File: src/sclstk_pkg.sv
// ----------------------------------------------------------------------------
// sclstk_pkg
// Shared types and constants for the sequence call and loop stack unit.
// ----------------------------------------------------------------------------
`default_nettype none

package sclstk_pkg;

  // Field widths that do not follow from the parameters.
  localparam int OP_W         = 3;
  localparam int LOOP_COUNT_W = 16;
  localparam int ADVANCE_W    = 4;

  // Defaults for the top-level parameters.
  localparam int DEF_STACK_ENTRIES = 8;
  localparam int DEF_ADDR_BITS     = 24;

  // Operation codes carried in the op field. Codes 6 and 7 are undefined.
  typedef enum logic [OP_W-1:0] {
    OP_RESET      = 3'd0,
    OP_CALL       = 3'd1,
    OP_LOOP_START = 3'd2,
    OP_LOOP_END   = 3'd3,
    OP_RETURN     = 3'd4,
    OP_ADVANCE    = 3'd5
  } sclstk_op_t;

  // Status flags of one result.
  typedef struct packed {
    logic ok;
    logic looped_back;
  } sclstk_flags_t;

endpackage

`default_nettype wire

File: src/sequence_call_loop_stack.sv
// ----------------------------------------------------------------------------
// sequence_call_loop_stack
// Program-counter unit with a shared call and loop stack for a sequence
// interpreter.
// ----------------------------------------------------------------------------
// The unit accepts one operation per clock cycle while the result side does
// not stall, and returns one result transaction for each (input register,
// then result register). Throughput is one operation per cycle because each
// operation is a single read-modify-write of the top stack entry together
// with one address add, all done in the cycle between the two registers.
// Stalls on the result side hold the result register; the input register
// still takes a new transaction whenever the result register can drain.
// The base address must only be written while no operation is in flight.
`default_nettype none

module sequence_call_loop_stack #(
  parameter int STACK_ENTRIES = sclstk_pkg::DEF_STACK_ENTRIES,
  parameter int ADDR_BITS     = sclstk_pkg::DEF_ADDR_BITS,
  localparam int PTR_W        = $clog2(STACK_ENTRIES + 1),
  localparam int IN_BITS      = sclstk_pkg::OP_W + ADDR_BITS + sclstk_pkg::LOOP_COUNT_W
                                + sclstk_pkg::ADVANCE_W,
  localparam int IN_TDATA_W   = ((IN_BITS + 7) / 8) * 8,
  localparam int OUT_BITS     = 2 + ADDR_BITS + PTR_W,
  localparam int OUT_TDATA_W  = ((OUT_BITS + 7) / 8) * 8
) (
  input  wire logic                   clk,
  input  wire logic                   rst_n,
  // Configuration: base address.
  input  wire logic                   cfg_wr_en,
  input  wire logic [ADDR_BITS-1:0]   cfg_wr_data,
  // Operation stream.
  input  wire logic                   in_tvalid,
  output logic                        in_tready,
  // in_tdata from bit 0: op, target_offset, loop_count, advance_by, zero fill
  input  wire logic [IN_TDATA_W-1:0]  in_tdata,
  // Result stream.
  output logic                        out_tvalid,
  input  wire logic                   out_tready,
  // out_tdata from bit 0: ok, program_counter, depth, looped_back, zero fill
  output logic [OUT_TDATA_W-1:0]      out_tdata
);
  import sclstk_pkg::*;

  logic                    in_valid, advance;
  logic [OP_W-1:0]         op;
  logic [ADDR_BITS-1:0]    target_offset;
  logic [LOOP_COUNT_W-1:0] loop_count;
  logic [ADVANCE_W-1:0]    advance_by;

  logic [ADDR_BITS-1:0]    res_pc;
  logic [PTR_W-1:0]        res_depth;
  sclstk_flags_t           res_flags;

  logic                    out_valid_r;
  logic [ADDR_BITS-1:0]    out_pc_r;
  logic [PTR_W-1:0]        out_depth_r;
  sclstk_flags_t           out_flags_r;

  // The operation executes when the result register is free or draining.
  assign advance   = in_valid && (!out_valid_r || out_tready);
  assign in_tready = !in_valid || advance;

  sclstk_in_reg #(
    .ADDR_BITS (ADDR_BITS),
    .TDATA_W   (IN_TDATA_W)
  ) u_in_reg (
    .clk           (clk),
    .rst_n         (rst_n),
    .load          (in_tvalid && in_tready),
    .drain         (advance),
    .in_tdata      (in_tdata),
    .valid         (in_valid),
    .op            (op),
    .target_offset (target_offset),
    .loop_count    (loop_count),
    .advance_by    (advance_by)
  );

  sclstk_core #(
    .STACK_ENTRIES (STACK_ENTRIES),
    .ADDR_BITS     (ADDR_BITS),
    .PTR_W         (PTR_W)
  ) u_core (
    .clk           (clk),
    .rst_n         (rst_n),
    .cfg_wr_en     (cfg_wr_en),
    .cfg_wr_data   (cfg_wr_data),
    .fire          (advance),
    .op            (op),
    .target_offset (target_offset),
    .loop_count    (loop_count),
    .advance_by    (advance_by),
    .res_pc        (res_pc),
    .res_depth     (res_depth),
    .res_flags     (res_flags)
  );

  // Result register valid.
  always_ff @(posedge clk) begin
    if (!rst_n) begin
      out_valid_r <= 1'b0;
    end else if (advance) begin
      out_valid_r <= 1'b1;
    end else if (out_tready) begin
      out_valid_r <= 1'b0;
    end
  end

  // Result register payload.
  always_ff @(posedge clk) begin
    if (advance) begin
      out_pc_r    <= res_pc;
      out_depth_r <= res_depth;
      out_flags_r <= res_flags;
    end
  end

  // Pack the result transaction from the lowest bit up.
  always_comb begin
    out_tdata                              = '0;
    out_tdata[0]                           = out_flags_r.ok;
    out_tdata[ADDR_BITS:1]                 = out_pc_r;
    out_tdata[ADDR_BITS+PTR_W:ADDR_BITS+1] = out_depth_r;
    out_tdata[ADDR_BITS+PTR_W+1]           = out_flags_r.looped_back;
  end

  assign out_tvalid = out_valid_r;

  // The reported depth never exceeds the stack size.
  assert property (@(posedge clk) disable iff (!rst_n)
    out_valid_r |-> (out_depth_r <= PTR_W'(STACK_ENTRIES)))
    else $error("stack depth beyond capacity");

  // A jump back is only reported for a successful operation.
  assert property (@(posedge clk) disable iff (!rst_n)
    (out_valid_r && out_flags_r.looped_back) |-> out_flags_r.ok)
    else $error("looped_back without ok");

  // An executed operation always lands a result in the next cycle.
  assert property (@(posedge clk) disable iff (!rst_n)
    advance |=> out_valid_r)
    else $error("executed operation lost its result");

  // Depth moves by at most one per operation, except for a stack reset.
  assert property (@(posedge clk) disable iff (!rst_n)
    (advance && $past(advance) && out_valid_r && res_flags.ok
     && (sclstk_op_t'(op) != OP_RESET))
    |-> ((res_depth == out_depth_r) || (res_depth == out_depth_r + 1'b1)
         || (res_depth == out_depth_r - 1'b1)))
    else $error("stack depth jumped");

endmodule

`default_nettype wire

File: src/sclstk_in_reg.sv
// ----------------------------------------------------------------------------
// sclstk_in_reg
// Input register: captures one transaction and unpacks its fields.
// ----------------------------------------------------------------------------
`default_nettype none

module sclstk_in_reg #(
  parameter int ADDR_BITS  = 24,
  parameter int TDATA_W    = 48
) (
  input  wire logic                                  clk,
  input  wire logic                                  rst_n,
  input  wire logic                                  load,
  input  wire logic                                  drain,
  input  wire logic [TDATA_W-1:0]                    in_tdata,
  output logic                                       valid,
  output logic [sclstk_pkg::OP_W-1:0]                op,
  output logic [ADDR_BITS-1:0]                       target_offset,
  output logic [sclstk_pkg::LOOP_COUNT_W-1:0]        loop_count,
  output logic [sclstk_pkg::ADVANCE_W-1:0]           advance_by
);
  import sclstk_pkg::*;

  localparam int OFF_LO = OP_W;
  localparam int CNT_LO = OFF_LO + ADDR_BITS;
  localparam int ADV_LO = CNT_LO + LOOP_COUNT_W;

  logic valid_r;
  logic [OP_W-1:0]         op_r;
  logic [ADDR_BITS-1:0]    offset_r;
  logic [LOOP_COUNT_W-1:0] count_r;
  logic [ADVANCE_W-1:0]    adv_r;

  // Occupancy of the register.
  always_ff @(posedge clk) begin
    if (!rst_n) begin
      valid_r <= 1'b0;
    end else if (load) begin
      valid_r <= 1'b1;
    end else if (drain) begin
      valid_r <= 1'b0;
    end
  end

  // Payload capture, unpacked from the lowest bits up.
  always_ff @(posedge clk) begin
    if (load) begin
      op_r     <= in_tdata[OP_W-1:0];
      offset_r <= in_tdata[CNT_LO-1:OFF_LO];
      count_r  <= in_tdata[ADV_LO-1:CNT_LO];
      adv_r    <= in_tdata[ADV_LO+ADVANCE_W-1:ADV_LO];
    end
  end

  assign valid         = valid_r;
  assign op            = op_r;
  assign target_offset = offset_r;
  assign loop_count    = count_r;
  assign advance_by    = adv_r;

endmodule

`default_nettype wire

File: src/sclstk_core.sv
// ----------------------------------------------------------------------------
// sclstk_core
// Program counter, base address and the shared call/loop stack, with the
// combinational update logic for one operation.
// ----------------------------------------------------------------------------
`default_nettype none

module sclstk_core #(
  parameter int STACK_ENTRIES = 8,
  parameter int ADDR_BITS     = 24,
  parameter int PTR_W         = 4
) (
  input  wire logic                                  clk,
  input  wire logic                                  rst_n,
  input  wire logic                                  cfg_wr_en,
  input  wire logic [ADDR_BITS-1:0]                  cfg_wr_data,
  input  wire logic                                  fire,
  input  wire logic [sclstk_pkg::OP_W-1:0]           op,
  input  wire logic [ADDR_BITS-1:0]                  target_offset,
  input  wire logic [sclstk_pkg::LOOP_COUNT_W-1:0]   loop_count,
  input  wire logic [sclstk_pkg::ADVANCE_W-1:0]      advance_by,
  output logic [ADDR_BITS-1:0]                       res_pc,
  output logic [PTR_W-1:0]                           res_depth,
  output sclstk_pkg::sclstk_flags_t                  res_flags
);
  import sclstk_pkg::*;

  localparam int IDX_W = (STACK_ENTRIES > 1) ? $clog2(STACK_ENTRIES) : 1;

  logic [ADDR_BITS-1:0]    base_r;
  logic [ADDR_BITS-1:0]    pc_r, pc_nxt;
  logic [PTR_W-1:0]        ptr_r, ptr_nxt;
  logic [ADDR_BITS-1:0]    addr_stk_r [STACK_ENTRIES];
  logic [LOOP_COUNT_W-1:0] cnt_stk_r  [STACK_ENTRIES];

  sclstk_op_t              op_dec;
  logic                    full, empty;
  logic [IDX_W-1:0]        push_idx, top_idx;
  logic [ADDR_BITS-1:0]    top_addr;
  logic [LOOP_COUNT_W-1:0] top_cnt, cnt_dec;
  logic                    addr_we, cnt_push_we, cnt_top_we, clear_all;
  sclstk_flags_t           flags;

  assign op_dec   = sclstk_op_t'(op);
  assign full     = (ptr_r == PTR_W'(STACK_ENTRIES));
  assign empty    = (ptr_r == '0);
  assign push_idx = ptr_r[IDX_W-1:0];
  assign top_idx  = IDX_W'(ptr_r - 1'b1);
  assign top_addr = addr_stk_r[top_idx];
  assign top_cnt  = cnt_stk_r[top_idx];
  // Decrement that holds at zero, so counts of zero and one both run once.
  assign cnt_dec  = (top_cnt != '0) ? (top_cnt - 1'b1) : '0;

  // Next state and result for the operation in the input register.
  always_comb begin
    pc_nxt      = pc_r;
    ptr_nxt     = ptr_r;
    flags       = '0;
    addr_we     = 1'b0;
    cnt_push_we = 1'b0;
    cnt_top_we  = 1'b0;
    clear_all   = 1'b0;
    case (op_dec)
      OP_RESET: begin
        pc_nxt    = base_r;
        ptr_nxt   = '0;
        clear_all = 1'b1;
        flags.ok  = 1'b1;
      end
      OP_CALL: begin
        if (!full) begin
          addr_we  = 1'b1;
          ptr_nxt  = ptr_r + 1'b1;
          pc_nxt   = base_r + target_offset;
          flags.ok = 1'b1;
        end
      end
      OP_LOOP_START: begin
        if (!full) begin
          addr_we     = 1'b1;
          cnt_push_we = 1'b1;
          ptr_nxt     = ptr_r + 1'b1;
          flags.ok    = 1'b1;
        end
      end
      OP_LOOP_END: begin
        if (!empty) begin
          flags.ok = 1'b1;
          if (cnt_dec == '0) begin
            ptr_nxt = ptr_r - 1'b1;
          end else begin
            cnt_top_we        = 1'b1;
            pc_nxt            = top_addr;
            flags.looped_back = 1'b1;
          end
        end
      end
      OP_RETURN: begin
        if (!empty) begin
          ptr_nxt  = ptr_r - 1'b1;
          pc_nxt   = top_addr;
          flags.ok = 1'b1;
        end
      end
      OP_ADVANCE: begin
        pc_nxt   = pc_r + ADDR_BITS'(advance_by);
        flags.ok = 1'b1;
      end
      default: begin
        flags = '0;
      end
    endcase
  end

  // Base address register; the user must write it only while the unit is idle (not enforced here).
  always_ff @(posedge clk) begin
    if (!rst_n) begin
      base_r <= '0;
    end else if (cfg_wr_en) begin
      base_r <= cfg_wr_data;
    end
  end

  // Program counter and stack pointer.
  always_ff @(posedge clk) begin
    if (!rst_n) begin
      pc_r  <= '0;
      ptr_r <= '0;
    end else if (fire) begin
      pc_r  <= pc_nxt;
      ptr_r <= ptr_nxt;
    end
  end

  // Return addresses. An entry is always pushed before it can be popped.
  always_ff @(posedge clk) begin
    if (fire && addr_we) begin
      addr_stk_r[push_idx] <= pc_r;
    end
  end

  // Loop counts. A call leaves its slot alone, so every slot is cleared on
  // reset and by a stack reset to give the zero that a later loop end may read.
  always_ff @(posedge clk) begin
    if (!rst_n) begin
      for (int i = 0; i < STACK_ENTRIES; i++) begin
        cnt_stk_r[i] <= '0;
      end
    end else if (fire) begin
      if (clear_all) begin
        for (int i = 0; i < STACK_ENTRIES; i++) begin
          cnt_stk_r[i] <= '0;
        end
      end else if (cnt_push_we) begin
        cnt_stk_r[push_idx] <= loop_count;
      end else if (cnt_top_we) begin
        cnt_stk_r[top_idx] <= cnt_dec;
      end
    end
  end

  assign res_pc    = pc_nxt;
  assign res_depth = ptr_nxt;
  assign res_flags = flags;

endmodule

`default_nettype wire
File: config.mk
export PLATFORM = sky130hd
export DESIGN_NAME = sequence_call_loop_stack
export DESIGN_NICKNAME = d
export VERILOG_FILES = /design/src/sclstk_pkg.sv /design/src/sequence_call_loop_stack.sv /design/src/sclstk_in_reg.sv /design/src/sclstk_core.sv
export SDC_FILE = /design/constraint.sdc
export NUM_CORES = 1
export LEC_CHECK = 0
export CORE_AREA = 5 5 194 196
export DETAILED_ROUTE_END_ITERATION = 10
export DIE_AREA = 0 0 199 201
export DONT_BUFFER_PORTS = 1
export HOLD_SLACK_MARGIN = 0.02
export PLACE_DENSITY = 0.8
export SYNTH_ARGS = -nofsm -noshare
export SYNTH_HDL_FRONTEND = slang
export SYNTH_SLANG_ARGS = --single-unit
File: constraint.sdc
create_clock -name clk -period 16.8 [get_ports clk]
set_clock_uncertainty 0.2 [all_clocks]
set_input_delay 0.84 -clock clk [delete_from_list [all_inputs] [get_ports clk]]
set_output_delay 0.84 -clock clk [all_outputs]
set_load 0.02 [all_outputs]
==> results.toml <==
[status]
status = "complete, no violations"

[timing]
finalSetupTns_ns = 0
rsz0062_at_grt = "no"
hold_violations = 0
drv_slew = 0
fmax_ghz = 0.112
setup_slack_ns = 7.90
period_share_pct = 53.0
setup_viol = 0
maxSlewHeadroom_pct = 18.3
period_needed_ns = 8.90
worstMarginPinSlew_ns = 1.23
holdWs_ns = 0.133

[yosys]
ys_seq_area_share_pct = 57.2
synth_area_sq_um = 22700
synth_edf_count = 397
synth_compound_area_share_pct = 16.2
synthMuxAreaShare_pct = 10.5
ys_async_sr_fraction_pct = 0
synth_top_family_by_area = "compound AO/OA/AOI/OAI gates"
syn_area_per_cell_sq_um = 12.3
ys_ff_latch = 451
synthCells = 1851
synth_xor_area_share_pct = 1.41
ys_types = 89
yosysWarnings = 0
synth_flop_cell = "edfxtp_1"
synthAdderAreaFrac_pct = 1.83
synth-simple-area-share_pct = 9.59

[drt]
wl_um = 64600
via_per_inst = 7.21
initialDrtViolationCount = 2566
vias = 16662
post-route-drc-count = 0
wl_per_cell_um = 27.9
ant_nets = 0
drtPass1Iterations = 6

[layout]
final_nets = 1915
mostFrequentLayoutCells = "397 x edfxtp_1, 218 x a21oi_1, 167 x nor2_1, 116 x nand2_1, 81 x mux4_2"
finalInstanceArea_sq_um = 24600
fillers = 2470
area_delta_synth_final_pct = 7.99
layout-drive-gt1-share_pct = 13.7
final_common_cell = "edfxtp_1"

[worst_setup_path]
crit_type = "reg2reg"
endpoint_kind = "flip-flop"
start_kind = "flip-flop"
critPathRequiredTime_ns = 16.93
cp.arrival_ns = 9.04
critPathSlowestCell = "mux2i_4"
path_max_fanout = 34
path_cells = "inv_1 > buf_4 > ha_4 > xor2_4 > buf_4 > mux4_2 > mux2i_1 > ha_1 > and2_1 > o211a_1 > nand3_1 > a2111o_1 > nor3_1 > a31o_1 > nor2_2 > buf_4 > mux2i_4 > o21ai_1 > buf_4"
cpMostUsedCell = "buf_4"
cpPeakStageDelay_ns = 0.92

[hold_path]
hp-class = "in2reg"

[global_routing]
grt_pass1_vias = 16736
grt_max_degree = 84
antenna_found_initial = 1
grt_first_pass_wirelength_um = 99500
globalRouteTotalUtil_pct = 32.4
overflow = 0

[clock_network]
clk_pin_slew_worst_paths_ns = 0.06
clockRootBuffer = "clkbuf_16"
htree_levels = 2
cts_tree = "done"
clockBufferDepth = 3
numCtsBuffers = 45
ctsResizeCount = 0
cts_sinks = 451
hold_buffers = 0
clk_latency_ns = 0.60
post-cts-setup-buffers = 0

[pwr]
power_uw = 2640
p_leak_uw = 0.00845
powerDensity_nw_per_um2 = 108
vdd_drop_max_uv = 142

[die]
coreArea_sq_um = 35900
die_h_um = 201
num_rows = 70
io-pin-count = 111
die-area_sq_um = 40000
die_w_um = 199
initial_utilization_pct = 63.3

[place]
port_buffers = 0
gp_congestion = 0.961
dp_slack_ns = 8.12
dpl.hpwl_um = 41200
dpl_cell_area_sq_um = 23100

[run]
maxCapViolCount = 0
-- sequential cells by signal (all words and copies together), names as in the netlist, 2 cells and up --
| register | cells |
|---|---|
| u_core.base_r | 24 |
| u_in_reg.op | 3 |
| u_core.cnt_stk_r | 128 |
| u_core.ptr_r | 4 |
| out_depth_r | 4 |
| u_core.addr_stk_r | 192 |
| u_in_reg.loop_count | 16 |
| u_in_reg.advance_by | 4 |
| out_pc_r | 24 |
| out_tdata | 2 |
| u_in_reg.target_offset | 24 |
| u_core.pc_r | 24 |
-- layout make-up --
type | instances | area [sq um] | share of cell area [%]
diodes | 1 | 2.50 | 0.0102
well taps | 468 | 586 | 2.38
clock buffers | 61 | 1210 | 4.91
clock inverters | 23 | 255 | 1.04
flip-flops and latches | 451 | 13000 | 52.9
repair buffers | 43 | 323 | 1.31
multi-input cells | 1233 | 9060 | 36.9
inverters | 32 | 120 | 0.489
-- routing by layer --
| metal | up-vias | global-route usage, % | routed length, um |
|---|---|---|---|
| met4 | 0 | 16.7 | 4420 |
| met3 | 319 | 6.28 | 6480 |
| met2 | 1208 | 52.7 | 31300 |
| li1 | 7129 | - | - |
| met1 | 8006 | 41.5 | 22400 |
| met5 | - | 0 | 0 |
-- worst max-delay path, delay by kind of cell (launching register included) --
kind | cells | cell delay (ns)
flops | 1 | 0.64
simple gates | 4 | 0.88
fa+ha+maj | 2 | 0.57
mux | 3 | 1.79
xor+xnor | 1 | 0.80
compound gates | 4 | 2.07
buf+inv | 5 | 1.64
-- report_power, final --
group	leakage (uW)	internal [uW]	switching [uW]
registers	0.00435	1260	42.2
logic	0.00339	120	224
clock network	0.000705	558	440
-- kinds of logic after synthesis --
group                    Yosys count
AO/OA/AOI/OAI                    559
XOR/XNOR                          35
adder cells (fa/ha/maj)           32
buffers and inverters            168
flip-flops                       451
multiplexers                     132
other                              1
AND/OR/NAND/NOR                  473
-- synthesized netlist by cell type (7+ instances only) --
cell type | n | area share [%]
buf_2 | 40 | 0.88
inv_1 | 31 | 0.51
nand2b_1 | 15 | 0.41
xor2_1 | 17 | 0.65
nand2_1 | 116 | 1.9
and3_1 | 18 | 0.50
o211ai_1 | 10 | 0.33
nor2_1 | 173 | 2.9
and2_1 | 8 | 0.22
nand4_1 | 11 | 0.30
mux2i_1 | 46 | 2.0
a22oi_1 | 24 | 0.79
nand3_1 | 37 | 0.81
a21o_1 | 15 | 0.50
o21ai_0 | 83 | 1.8
o221a_2 | 10 | 0.50
dfxtp_1 | 54 | 4.8
o22ai_1 | 12 | 0.33
a32oi_1 | 12 | 0.46
a32oi_2 | 7 | 0.50
a21oi_1 | 218 | 4.8
mux4_2 | 81 | 8.0
a211oi_1 | 19 | 0.63
xnor2_1 | 16 | 0.62
nor3_1 | 49 | 1.1
ha_1 | 30 | 1.7
buf_4 | 10 | 0.33
a31oi_1 | 18 | 0.50
edfxtp_1 | 397 | 52
o221ai_1 | 16 | 0.62
buf_1 | 10 | 0.17
clkbuf_1 | 70 | 1.2
o21a_1 | 31 | 1.0
o22a_1 | 9 | 0.35
nor2b_1 | 9 | 0.25
-- worst paths after layout --
check | from | end | slack (ns) | cells past startpoint
setup / recovery | u_core.ptr_r[0]$_SDFFE_PN0P_ | u_core.cnt_stk_r[1][13]$_SDFFCE_PN0P_ | 7.90 | 19
hold / removal | in_tdata[28] | u_in_reg.loop_count[1]$_DFFE_PP_ | 0.13 | 0
setup reg to reg | u_core.ptr_r[0]$_SDFFE_PN0P_ | u_core.cnt_stk_r[1][13]$_SDFFCE_PN0P_ | 7.90 | 19
hold reg to reg | u_in_reg.valid$_SDFFE_PN0P_ | out_tvalid$_SDFFE_PN0P_ | 0.32 | 2
-- metrics by stage --
stage | cells | util [%]
after global placement | 2227 | 64.3
after floorplan | 1852 | -
after global routing | 2311 | 68.4
after detailed placement | 2227 | 64.3
after CTS | 2311 | 68.4
final | 2312 | 68.4
(Power assumes the default switching activity.)
